File: src/design/eacb_pkg.sv
// ----------------------------------------------------------------------------
// Elliptic arc converter package
// Shared constants, command/status types and helper functions.
// ----------------------------------------------------------------------------
package eacb_pkg;

  // angle constants, Q7.24
  localparam logic signed [33:0] TwoPiQ24  = 34'sd105414357;
  localparam logic signed [33:0] HalfPiQ24 = 34'sd26353589;
  localparam logic signed [33:0] Pi2Q24    = 34'sd52707178;
  localparam logic signed [33:0] Pi3Q24    = 34'sd79060767;
  localparam logic signed [33:0] EpsQ24    = 34'sd16777;

  // angle constants, Q2.30
  localparam logic [39:0]        TwoPiQ30  = 40'd6746518852;
  localparam logic signed [35:0] PiQ30     = 36'sd3373259426;
  localparam logic signed [35:0] HalfPiQ30 = 36'sd1686629713;
  localparam logic signed [33:0] GainQ30   = 34'sd652032874;

  // reciprocal of three, exact for 32-bit dividends with a 33-bit shift
  localparam logic signed [35:0] Div3Recip = 36'sh0AAAAAAAB;

  // record kinds
  localparam logic [1:0] KindMove  = 2'd0;
  localparam logic [1:0] KindLine  = 2'd1;
  localparam logic [1:0] KindFull  = 2'd2;
  localparam logic [1:0] KindCubic = 2'd3;

  // configuration register indexes
  localparam logic CfgOffsetX = 1'b0;
  localparam logic CfgOffsetY = 1'b1;

  typedef enum logic [3:0] {
    MopDiv3, MopNrxc, MopNrxs, MopNryc, MopNrys, MopM1, MopM2, MopM3, MopM4
  } mul_op_e;

  typedef enum logic [1:0] {EmitStart, EmitCubic, EmitFull} emit_sel_e;

  typedef enum logic {AngDelta, AngRun} ang_sel_e;

  typedef struct packed {
    logic      load;
    logic      classify;
    logic      delta;
    logic      mul_go;
    logic      mul_wb;
    mul_op_e   mul_op;
    logic      cord_go;
    ang_sel_e  cord_sel;
    logic      div_go;
    logic      emit;
    emit_sel_e emit_sel;
    logic      last;
    logic      ang_step;
  } cmd_t;

  typedef struct packed {
    logic       full;
    logic       segs3;
    logic [2:0] segs;
    logic       cord_done;
    logic       div_done;
    logic       out_free;
  } stat_t;

  // arctangent of 2^-i in Q2.30
  function automatic logic [31:0] atan_q30(input logic [4:0] i);
    logic [31:0] v;
    unique case (i)
      5'd0:  v = 32'd843314857;
      5'd1:  v = 32'd497837830;
      5'd2:  v = 32'd263043837;
      5'd3:  v = 32'd133525159;
      5'd4:  v = 32'd67021688;
      5'd5:  v = 32'd33543515;
      5'd6:  v = 32'd16775851;
      5'd7:  v = 32'd8388437;
      5'd8:  v = 32'd4194283;
      5'd9:  v = 32'd2097149;
      5'd31: v = 32'd1;
      default: v = 32'd1 << (5'd30 - i);
    endcase
    return v;
  endfunction

  // clamp to the signed 32-bit range
  function automatic logic signed [31:0] sat32(input logic signed [39:0] v);
    logic signed [31:0] r;
    if (v > 40'sd2147483647) r = 32'sh7FFFFFFF;
    else if (v < -40'sd2147483648) r = 32'sh80000000;
    else r = v[31:0];
    return r;
  endfunction

endpackage

File: src/design/eacb_ctrl.sv
// ----------------------------------------------------------------------------
// Elliptic arc converter controller
// Sequences classification, trig passes, multiplies and record output.
// ----------------------------------------------------------------------------
module eacb_ctrl (
  input  logic            clk_i,
  input  logic            rst_ni,
  input  logic            in_valid_i,
  output logic            in_ready_o,
  input  eacb_pkg::stat_t stat_i,
  output eacb_pkg::cmd_t  cmd_o
);
  import eacb_pkg::*;

  typedef enum logic [3:0] {
    SIdle, SClass, SFull, SDelta, SMul, SMulWb, STCord, STWait,
    STDiv, STDWait, SACord, SAWait, SEmit, SStep
  } state_e;

  state_e     state_q;
  mul_op_e    op_q;
  logic       seg_phase_q;
  logic [1:0] cnt_q;
  logic       last_c;

  assign last_c = seg_phase_q && ({1'b0, cnt_q} == stat_i.segs - 3'd1);

  always_ff @(posedge clk_i or negedge rst_ni) begin
    if (!rst_ni) begin
      state_q     <= SIdle;
      op_q        <= MopDiv3;
      seg_phase_q <= 1'b0;
      cnt_q       <= '0;
    end else begin
      unique case (state_q)
        SIdle:   if (in_valid_i) state_q <= SClass;
        SClass:  state_q <= stat_i.full ? SFull : SDelta;
        SFull:   if (stat_i.out_free) state_q <= SIdle;
        SDelta: begin
          if (stat_i.segs3) begin
            op_q    <= MopDiv3;
            state_q <= SMul;
          end else begin
            state_q <= STCord;
          end
        end
        SMul:    state_q <= SMulWb;
        SMulWb: begin
          unique case (op_q)
            MopDiv3: state_q <= STCord;
            MopNrys: begin
              if (seg_phase_q) begin
                op_q    <= MopM1;
                state_q <= SMul;
              end else begin
                state_q <= SEmit;
              end
            end
            MopM4:   state_q <= SEmit;
            default: begin
              op_q    <= mul_op_e'(op_q + 4'd1);
              state_q <= SMul;
            end
          endcase
        end
        STCord:  state_q <= STWait;
        STWait:  if (stat_i.cord_done) state_q <= STDiv;
        STDiv:   state_q <= STDWait;
        STDWait: begin
          if (stat_i.div_done) begin
            seg_phase_q <= 1'b0;
            state_q     <= SACord;
          end
        end
        SACord:  state_q <= SAWait;
        SAWait: begin
          if (stat_i.cord_done) begin
            op_q    <= MopNrxc;
            state_q <= SMul;
          end
        end
        SEmit: begin
          if (stat_i.out_free) begin
            if (!seg_phase_q) begin
              seg_phase_q <= 1'b1;
              cnt_q       <= '0;
              state_q     <= SStep;
            end else if (last_c) begin
              state_q <= SIdle;
            end else begin
              cnt_q   <= cnt_q + 2'd1;
              state_q <= SStep;
            end
          end
        end
        SStep:   state_q <= SACord;
        default: state_q <= SIdle;
      endcase
    end
  end

  // commands decoded from state
  always_comb begin
    cmd_o          = '0;
    cmd_o.mul_op   = op_q;
    cmd_o.cord_sel = (state_q == STCord) ? AngDelta : AngRun;
    cmd_o.emit_sel = (state_q == SFull) ? EmitFull
                   : (seg_phase_q ? EmitCubic : EmitStart);
    cmd_o.last     = (state_q == SFull) || last_c;
    cmd_o.load     = (state_q == SIdle) && in_valid_i;
    cmd_o.classify = state_q == SClass;
    cmd_o.delta    = state_q == SDelta;
    cmd_o.mul_go   = state_q == SMul;
    cmd_o.mul_wb   = state_q == SMulWb;
    cmd_o.cord_go  = (state_q == STCord) || (state_q == SACord);
    cmd_o.div_go   = state_q == STDiv;
    cmd_o.emit     = ((state_q == SEmit) || (state_q == SFull)) && stat_i.out_free;
    cmd_o.ang_step = state_q == SStep;
  end

  assign in_ready_o = state_q == SIdle;

endmodule

File: config.mk
export PLATFORM = sky130hd
export DESIGN_NAME = eacb_ctrl
export DESIGN_NICKNAME = d
export VERILOG_FILES = /design/src/design/eacb_pkg.sv /design/src/design/eacb_ctrl.sv
export SDC_FILE = /design/constraint.sdc
export NUM_CORES = 1
export LEC_CHECK = 0
export BUFFER_PORTS_ARGS = -buffer_cell sky130_fd_sc_hd__buf_2
export CAP_MARGIN = 10
export CORE_MARGIN = 4
export CORE_UTILIZATION = 56
export DETAILED_ROUTE_END_ITERATION = 8
export PLACE_DENSITY = 0.81
export SYNTH_ARGS = -nofsm -noshare
export SYNTH_HDL_FRONTEND = slang
export SYNTH_SLANG_ARGS = --single-unit
File: constraint.sdc
create_clock -name clk_i -period 2.65 [get_ports clk_i]
set_clock_uncertainty 0.1 [all_clocks]
set_input_delay 0.1325 -clock clk_i [delete_from_list [all_inputs] [get_ports clk_i]]
set_output_delay 0.1325 -clock clk_i [all_outputs]
set_load 0.03 [all_outputs]
**After elaboration in Yosys (flattened, before gate mapping)**

Index checks and enable logic that the tools add are counted.

- Register bits: 11
- Output and inout bits: 18
- Word-level logic and storage cells: 74

- Add/subtract/negate cells: 3
- Eq/ne operators: 26
- Mux-type cells: 26
- Reductions and logical operators: 15

Operators with widths:

| kind | number |
|---|---|
| $pmux 4 s14 | 1 |
| $mux 4 | 12 |
| $eq 4x4->1 const B | 7 |
| $pmux 4 s3 | 2 |
| $eq 4x3->1 const B | 5 |
| $ne 2x2->1 const B | 9 |
| $eq 4x2->1 const B | 2 |
| $logic_not 4->1 | 2 |
| $mux 2 | 4 |
| $pmux 4 s2 | 1 |
| $reduce_and 3->1 | 2 |
| $reduce_and 6->1 | 1 |
| $mux 1 | 5 |
| $reduce_and 5->1 | 1 |
| $add 4x1->4 const B | 1 |
| $eq 4x1->1 const B | 1 |
| $eq 2x3->1 | 1 |
| $logic_and 1x1->1 | 3 |
| $logic_or 1x1->1 | 3 |
| $ne 3x3->1 const B | 1 |
| $reduce_bool 3->1 | 1 |
| $sub 3x1->3 const B | 1 |
| $add 2x1->2 const B | 1 |
| $pmux 1 s2 | 1 |
| other kinds (2) | 2 |

**Logic depth before layout (Yosys ltp)**

Gate-level depths: netlist of run 1.

- Depth in word-level cells: 7
- Depth in mapped cells: 6
- Mapped depth without buffers: 6

**Worst setup path after synthesis of run 1**

OpenSTA, ideal clock, no wires.

- Path type: register to register
- Start: register state_q[0]
- End: register state_q[1]
- Arrival: 2.073 ns
- Required time: 2.471 ns
- Slack: 0.398 ns
- Stages on the path, launching flop included: 6
- Cell sequence: dfrtp_1 > buf_4 > nor4_1 > nor2b_1 > or4_4 > mux2i_1

- Word-level cells in the longest chain between the ends: 3

RTL lines:

| what | line | RTL |
|---|---|---|
| start, declared | eacb_ctrl.sv:20 | `state_e state_q;` |
| start signal, assigned | eacb_ctrl.sv:30 | `state_q <= SIdle;` |
| start signal, assigned | eacb_ctrl.sv:36 | `SIdle: if (in_valid_i) state_q <= SClass;` |
| start signal, assigned | eacb_ctrl.sv:37 | `SClass: state_q <= stat_i.full ? SFull : SDelta;` |
| $logic_not 4->1 (*) | -- |  |
| via in_ready_o | eacb_ctrl.sv:9 | `output logic in_ready_o,` |
| $ne 2x2->1 (no source line) | -- |  |
| $reduce_and 6->1 (no source line) | -- |  |

Mark *: on every way through the listed nets, which the timed path passes. The rest lies on a longest branch.
A chain may end at the register's enable or synchronous reset.

**Final worst setup path of run 1**

- Start: register state_q[3]
- End: register state_q[1]

- Word-level cells in the longest chain between the ends: 3

RTL lines:

| what | line | RTL |
|---|---|---|
| $eq 4x3->1 (tied with other cells) | eacb_ctrl.sv:35 | `unique case (state_q)` |
| $ne 2x2->1 (no source line) | -- |  |
| $reduce_and 6->1 (no source line) | -- |  |

Several ways; a longest one is shown, not always the timed one.

==> flow_summary_export.csv, run 1 <==
group,metric,value,unit
sta,relSlewSlack,53.2,%
clock_tree,postCtsHoldBufs,2,
floorplan,ioPinCount,29,
drt,drcViolationCount,0,
worst_setup_path,critPathKind,"register to register",
worst_setup_path,timing.rr.start,"state_q[3]$_DFFE_PN0P_",
synthesis,yosysWarnings,0,
global_route,antenna_found_initial,0,
global_route,busiest_layer,"met2",
clock_tree,path_clk_slew,0.08,ns
synthesis,synth.avg_cell_area,8.25,um^2
floorplan,die_area,2780,um^2
floorplan,die_h,52.8,um
power,power_density,1280,nW/um^2
worst_setup_path,crit_slowest_cell,"dfrtp_1",
worst_setup_path,path_buf_inv,0,
global_route,met3_usage,3.70,%
power,power,0.00164,W
synthesis,synth_seq_area_share,24.5,%
global_route,grt_use_total,22.7,%
drt,drt_iter0_markers,67,
worst_setup_path,crit_start,"state_q[3]$_DFFE_PN0P_",
drt,post_drt_wl_per_cell,14.9,um
clock_tree,ctsResizeCount,0,
cells_and_area,stdcell_area,1280,um^2
cells_and_area,n_antenna_cell,0,
synthesis,synth_top_area_cell,"dfrtp_1",
drt,finalWirelength,2780,um
worst_setup_path,cp.required,2.76,ns
worst_setup_path,path_delay_family,"flip-flops",
place,portBuffers,28,
floorplan,rows,15,
clock_tree,cts_buffer_depth,2,
worst_setup_path,start_kind,"register",
worst_setup_path,crit_chain,"nand2b_1, a2111oi_2, or4_4, mux2i_1",
worst_setup_path,max_stage_delay,0.78,ns
global_route,groute.layer.met1.usage,29.3,%
sta,setup_tns,0,ns
floorplan,start_util,61.6,%
clock_tree,cts_tree,"built",
cells_and_area,drive_gt1_share,26.5,%
clock_tree,cts_sinks,11,
drt,dr.pass1.iters,4,
worst_setup_path,endpoint_kind,"register",
drt,vias,1155,
sta,finalMaxSlewViolations,0,
worst_setup_path,worstPathMaxFanout,23,
power,irDropWorstVdd,618,uV
synthesis,ys_types,53,
clock_tree,insertion_delay,0.28,ns
sta,setup_viol,0,
clock_tree,cts_inserted_buffers,3,
sta,finalCritPeriodShare,81.5,%
global_route,grt_pass1_vias,1061,
place,dp.final_hpwl,2020,um
global_route,grt_max_degree,26,
sta,fin_crit,2.16,ns
global_route,grt_pass1_wl,4750,um
sta,fmax,463,MHz
synthesis,synth_nets,151,
outcome,status,"finished clean",
synthesis,synth_edf_count,0,
synthesis,yosys.area.top_type_share,24.5,%
global_route,grt-ovfl-total,0,
min_path,hold_path_class,"input port to async pin",
clock_tree,cts-htree-levels,1,
place,dpl-instance-area,1240,um^2
floorplan,core_area,1820,um^2
synthesis,synth_area_leaders,"dfrtp_1 (25%), nand2b_1 (5.0%), ha_1 (4.5%)",
synthesis,synth_commonest_cells,"dfrtp_1 (11), inv_1 (11), nand2b_1 (9)",
power,p_leak,0.576,nW
drt,ant_nets,0,
flow_run,drv_cap,0,
synthesis,synthArstFlopShare,100,%
global_route,use_met2,38.2,%
sta,finalHoldViolCount,0,
cells_and_area,fin_nets,178,
synthesis,synth_flop_cell,"dfrtp_1",
synthesis,synth-seq-cells,11,
clock_tree,cts_setup_buffers,0,
clock_tree,cts_root_buf,"clkbuf_4",
drt,avgViaCountPerCell,6.18,
cells_and_area,syn2layout_area_growth,14.4,%
sta,worst_pin_slew,0.696,ns
sta,rsz0062_at_grt,"false",
worst_setup_path,arrival,2.27,ns
floorplan,die_width,52.8,um
place,globalplace.congestion,0.942,
synthesis,syn_inst,136,
synthesis,synth_area,1120,um^2
sequential cells by signal (all words and copies together), names as in the netlist:
signal and cells:
seg_phase_q 1, cnt_q 2, op_q 4, state_q 4
final cells by class:
type / instances / area, um^2
Clock buffer: 4 / 26.3
Fill cell: 148 / 537
Inverter: 11 / 41.3
Multi-Input combinational cell: 106 / 749
Sequential cell: 11 / 275
Tap cell: 25 / 31.3
Timing Repair Buffer: 30 / 160
worst paths after layout:
path	to	slack, ns	cells past startpoint
worst max register to register	state_q[1]$_DFFE_PN0P_	0.49	4
worst max-delay path	state_q[1]$_DFFE_PN0P_	0.49	4
worst min-delay path	state_q[3]$_DFFE_PN0P_	0.14	2
max in group asynchronous	op_q[1]$_DFFE_PN0P_	2.09	2
min in group clk_i	seg_phase_q$_DFFE_PN0P_	0.19	3
worst min register to register	cnt_q[1]$_DFFE_PN0P_	0.46	2
per-stage QoR:
| step | setup slack [ns] | util, % | hold slack (ns) | std cells |
|---|---|---|---|---|
| 2_1_floorplan | 0.398 | - | -0.263 | 136 |
| 3_3_place_gp | 0.641 | 68.0 | -0.0822 | 181 |
| 3_5_place_dp | 0.594 | 68.0 | -0.0793 | 181 |
| 4_1_cts | 0.541 | 70.5 | 0.156 | 187 |
| 5_1_grt | 0.377 | 70.5 | 0.170 | 187 |
| 6_report | 0.490 | 70.5 | 0.142 | 187 |
worst reg2reg max path: stages (launching register included):
cell and delay, ns:
dfrtp_1 0.78, nand2b_1 0.28, a2111oi_2 0.53, or4_4 0.23
mux2i_1 0.17
power breakdown:
part	internal [W]	switching (W)
registers	0.000244	0.000234
logic	0.000405	0.000634
clock network	0.0000584	0.0000625
total	0.000707	0.000931
placed cells by master, fill, tap and decap left out, drive strengths merged, types with 5 or more instances in the layout:
master,instances
nand2b,9
buf,28
nor2,7
dfrtp,11
inv,11
a21oi,5
nor3,5
o21ai,7
nand2,8
layer usage:
| layer | vias up | part of all wire, % | wire [um] |
|---|---|---|---|
| li1 | 551 | - | - |
| met4 | 0 | 1.2 | 34 |
| met5 | - | 0 | 0 |
| met3 | 6 | 6.6 | 184 |
| met2 | 54 | 50 | 1390 |
| met1 | 544 | 42 | 1180 |
kinds of logic after synthesis:
logic type               synth area share [%]
multiplexers                             4.68
buffers and inverters                    8.70
AND/OR/NAND/NOR                          32.8
AO/OA/AOI/OAI                            22.5
XOR/XNOR                                 2.34
flip-flops                               24.5
adder cells (fa/ha/maj)                  4.46
Power figures use the tool's default switching activity.
==> inputs of run 2 (changes only) <==
- CORE_UTILIZATION: 56 -> 52
- PLACE_DENSITY: 0.81 -> 0.76
- clock period: 2.65 -> 2.1 ns (I/O delays scaled with it)
==> flow_summary_export.csv, run 2 (synthesis results as in run 1) <==
group,metric,value,unit
outcome,status,"finished clean",
clock_tree,path_clk_slew,0.07,ns
clock_tree,cts_setup_buffers,0,
global_route,grt_max_degree,21,
cells_and_area,stdcell_area,1360,um^2
worst_setup_path,start_kind,"register",
sta,rsz0062_at_grt,"false",
global_route,grt-ovfl-total,0,
flow_run,drv_cap,0,
global_route,grt_pass1_wl,4890,um
drt,avgViaCountPerCell,5.98,
clock_tree,cts_sinks,11,
power,irDropWorstVdd,947,uV
cells_and_area,syn2layout_area_growth,21.3,%
clock_tree,cts_tree,"built",
cells_and_area,fin_nets,184,
power,p_leak,0.606,nW
cells_and_area,largestRegisters,"op_q: 4 flops, state_q: 4 flops, cnt_q: 2 flops",
floorplan,start_util,56.1,%
drt,drt_iter0_markers,41,
drt,ant_nets,0,
sta,setup_viol,0,
cells_and_area,mostFrequentLayoutCell,"buf_2",
worst_setup_path,critPathKind,"register to primary output",
sta,finalHoldViolCount,0,
sta,finalCritPeriodShare,92.8,%
floorplan,die_width,54.5,um
floorplan,ioPinCount,29,
cells_and_area,n_antenna_cell,0,
clock_tree,cts_root_buf,"clkbuf_4",
clock_tree,cts_buffer_depth,2,
global_route,grt_pass1_vias,1083,
floorplan,die_area,2970,um^2
place,place_inst,189,
place,dp.final_hpwl,2280,um
cells_and_area,layout_common_cells,"buf_2 (28), inv_1 (11), nand2b_1 (9)",
drt,vias,1166,
cells_and_area,fillCellCount,167,
drt,dr.pass1.iters,4,
clock_tree,insertion_delay,0.27,ns
worst_setup_path,worstPathMaxFanout,14,
worst_setup_path,cp.required,1.89,ns
place,portBuffers,28,
floorplan,rows,16,
floorplan,die_h,54.5,um
cells_and_area,multi_input_area,773,um^2
sta,setup_tns,0,ns
global_route,grt_use_total,22.3,%
worst_setup_path,endpoint_kind,"primary output",
global_route,antenna_found_initial,0,
cells_and_area,fin_cells,195,
min_path,hold_path_class,"input port to async pin",
sta,finalMaxSlewViolations,0,
power,power_density,1610,nW/um^2
place,dpl-instance-area,1300,um^2
drt,post_drt_wl_per_cell,15.0,um
drt,drcViolationCount,0,
sta,fmax,513,MHz
floorplan,core_area,2000,um^2
place,globalplace.congestion,0.938,
drt,finalWirelength,2930,um
sta,relSlewSlack,73.5,%
sta,fin_crit,1.95,ns
power,power,0.00220,W
cells_and_area,post-route-util,68.0,%
clock_tree,cts_inserted_buffers,3,
cells_and_area,drive_gt1_share,33.3,%
sta,worst_pin_slew,0.393,ns
cells_and_area,regArea,280,um^2
clock_tree,cts-htree-levels,1,
worst_setup_path,arrival,1.74,ns
==> run 2: report_power, final <==
part | switching [W] | leakage, nW | total (W) | internal [W]
Combinational | 0.000894 | 0.457 | 0.00147 | 0.000580
Sequential | 0.000261 | 0.132 | 0.000579 | 0.000318
Clock | 0.0000748 | 0.0177 | 0.000145 | 0.0000706
Total | 0.00123 | 0.606 | 0.00220 | 0.000968
==> run 2: timing repair <==
| action | CTS | global route |
|---|---|---|
| endpoints found under the hold margin | 12 | 0 |
| gates resized for setup | 0 | 5 |
| setup endpoints to repair | 0 | 6 |
| hold buffers | 2 | 0 |
==> run 2: path summary, 6_finish.rpt <==
path / startpoint / endpoint / slack [ns] / depth (start not counted)
hold / removal: rst_ni / seg_phase_q$_DFFE_PN0P_ / 0.12 / 2
setup / recovery: state_q[0]$_DFFE_PN0P_ / cmd_o[1] / 0.15 / 5
setup reg to reg: state_q[3]$_DFFE_PN0P_ / op_q[0]$_DFFE_PN0P_ / 0.22 / 5
min in group clk_i: stat_i[0] / seg_phase_q$_DFFE_PN0P_ / 0.17 / 3
hold reg to reg: cnt_q[1]$_DFFE_PN0P_ / cnt_q[1]$_DFFE_PN0P_ / 0.46 / 2
max in group asynchronous: rst_ni / state_q[2]$_DFFE_PN0P_ / 1.56 / 2
==> run 2: worst max-delay path, stage by stage, from the launching register on <==
cell and delay, ns:
dfrtp_2 0.50, buf_4 0.19, nand2b_1 0.22, nor3_2 0.22, nand2b_1 0.14, buf_2 0.20
==> run 2: metrics by stage <==
stage | setup WS [ns] | hold slack (ns)
after detailed placement | 0.109 | -0.118
after global placement | 0.175 | -0.117
after floorplan | 0.182 | -0.291
after CTS | 0.0803 | 0.124
after global routing | 0.0394 | 0.147
final | 0.151 | 0.121
==> run 2: area by class of cell <==
type	instances	area share, %
Clock buffer	3	1.65
Clock inverter	1	0.368
Inverter	11	3.03
Multi-Input combinational cell	106	56.8
Sequential cell	11	20.6
Tap cell	27	2.48
Timing Repair Buffer	36	15.1
==> run 2: metal layers <==
metal  global-route usage (%)  part of all wire [%]
met1                     29.0                    42
met2                     35.7                    50
met3                     5.72                   7.2
met4                     7.47                  0.92
met5                        0                     0
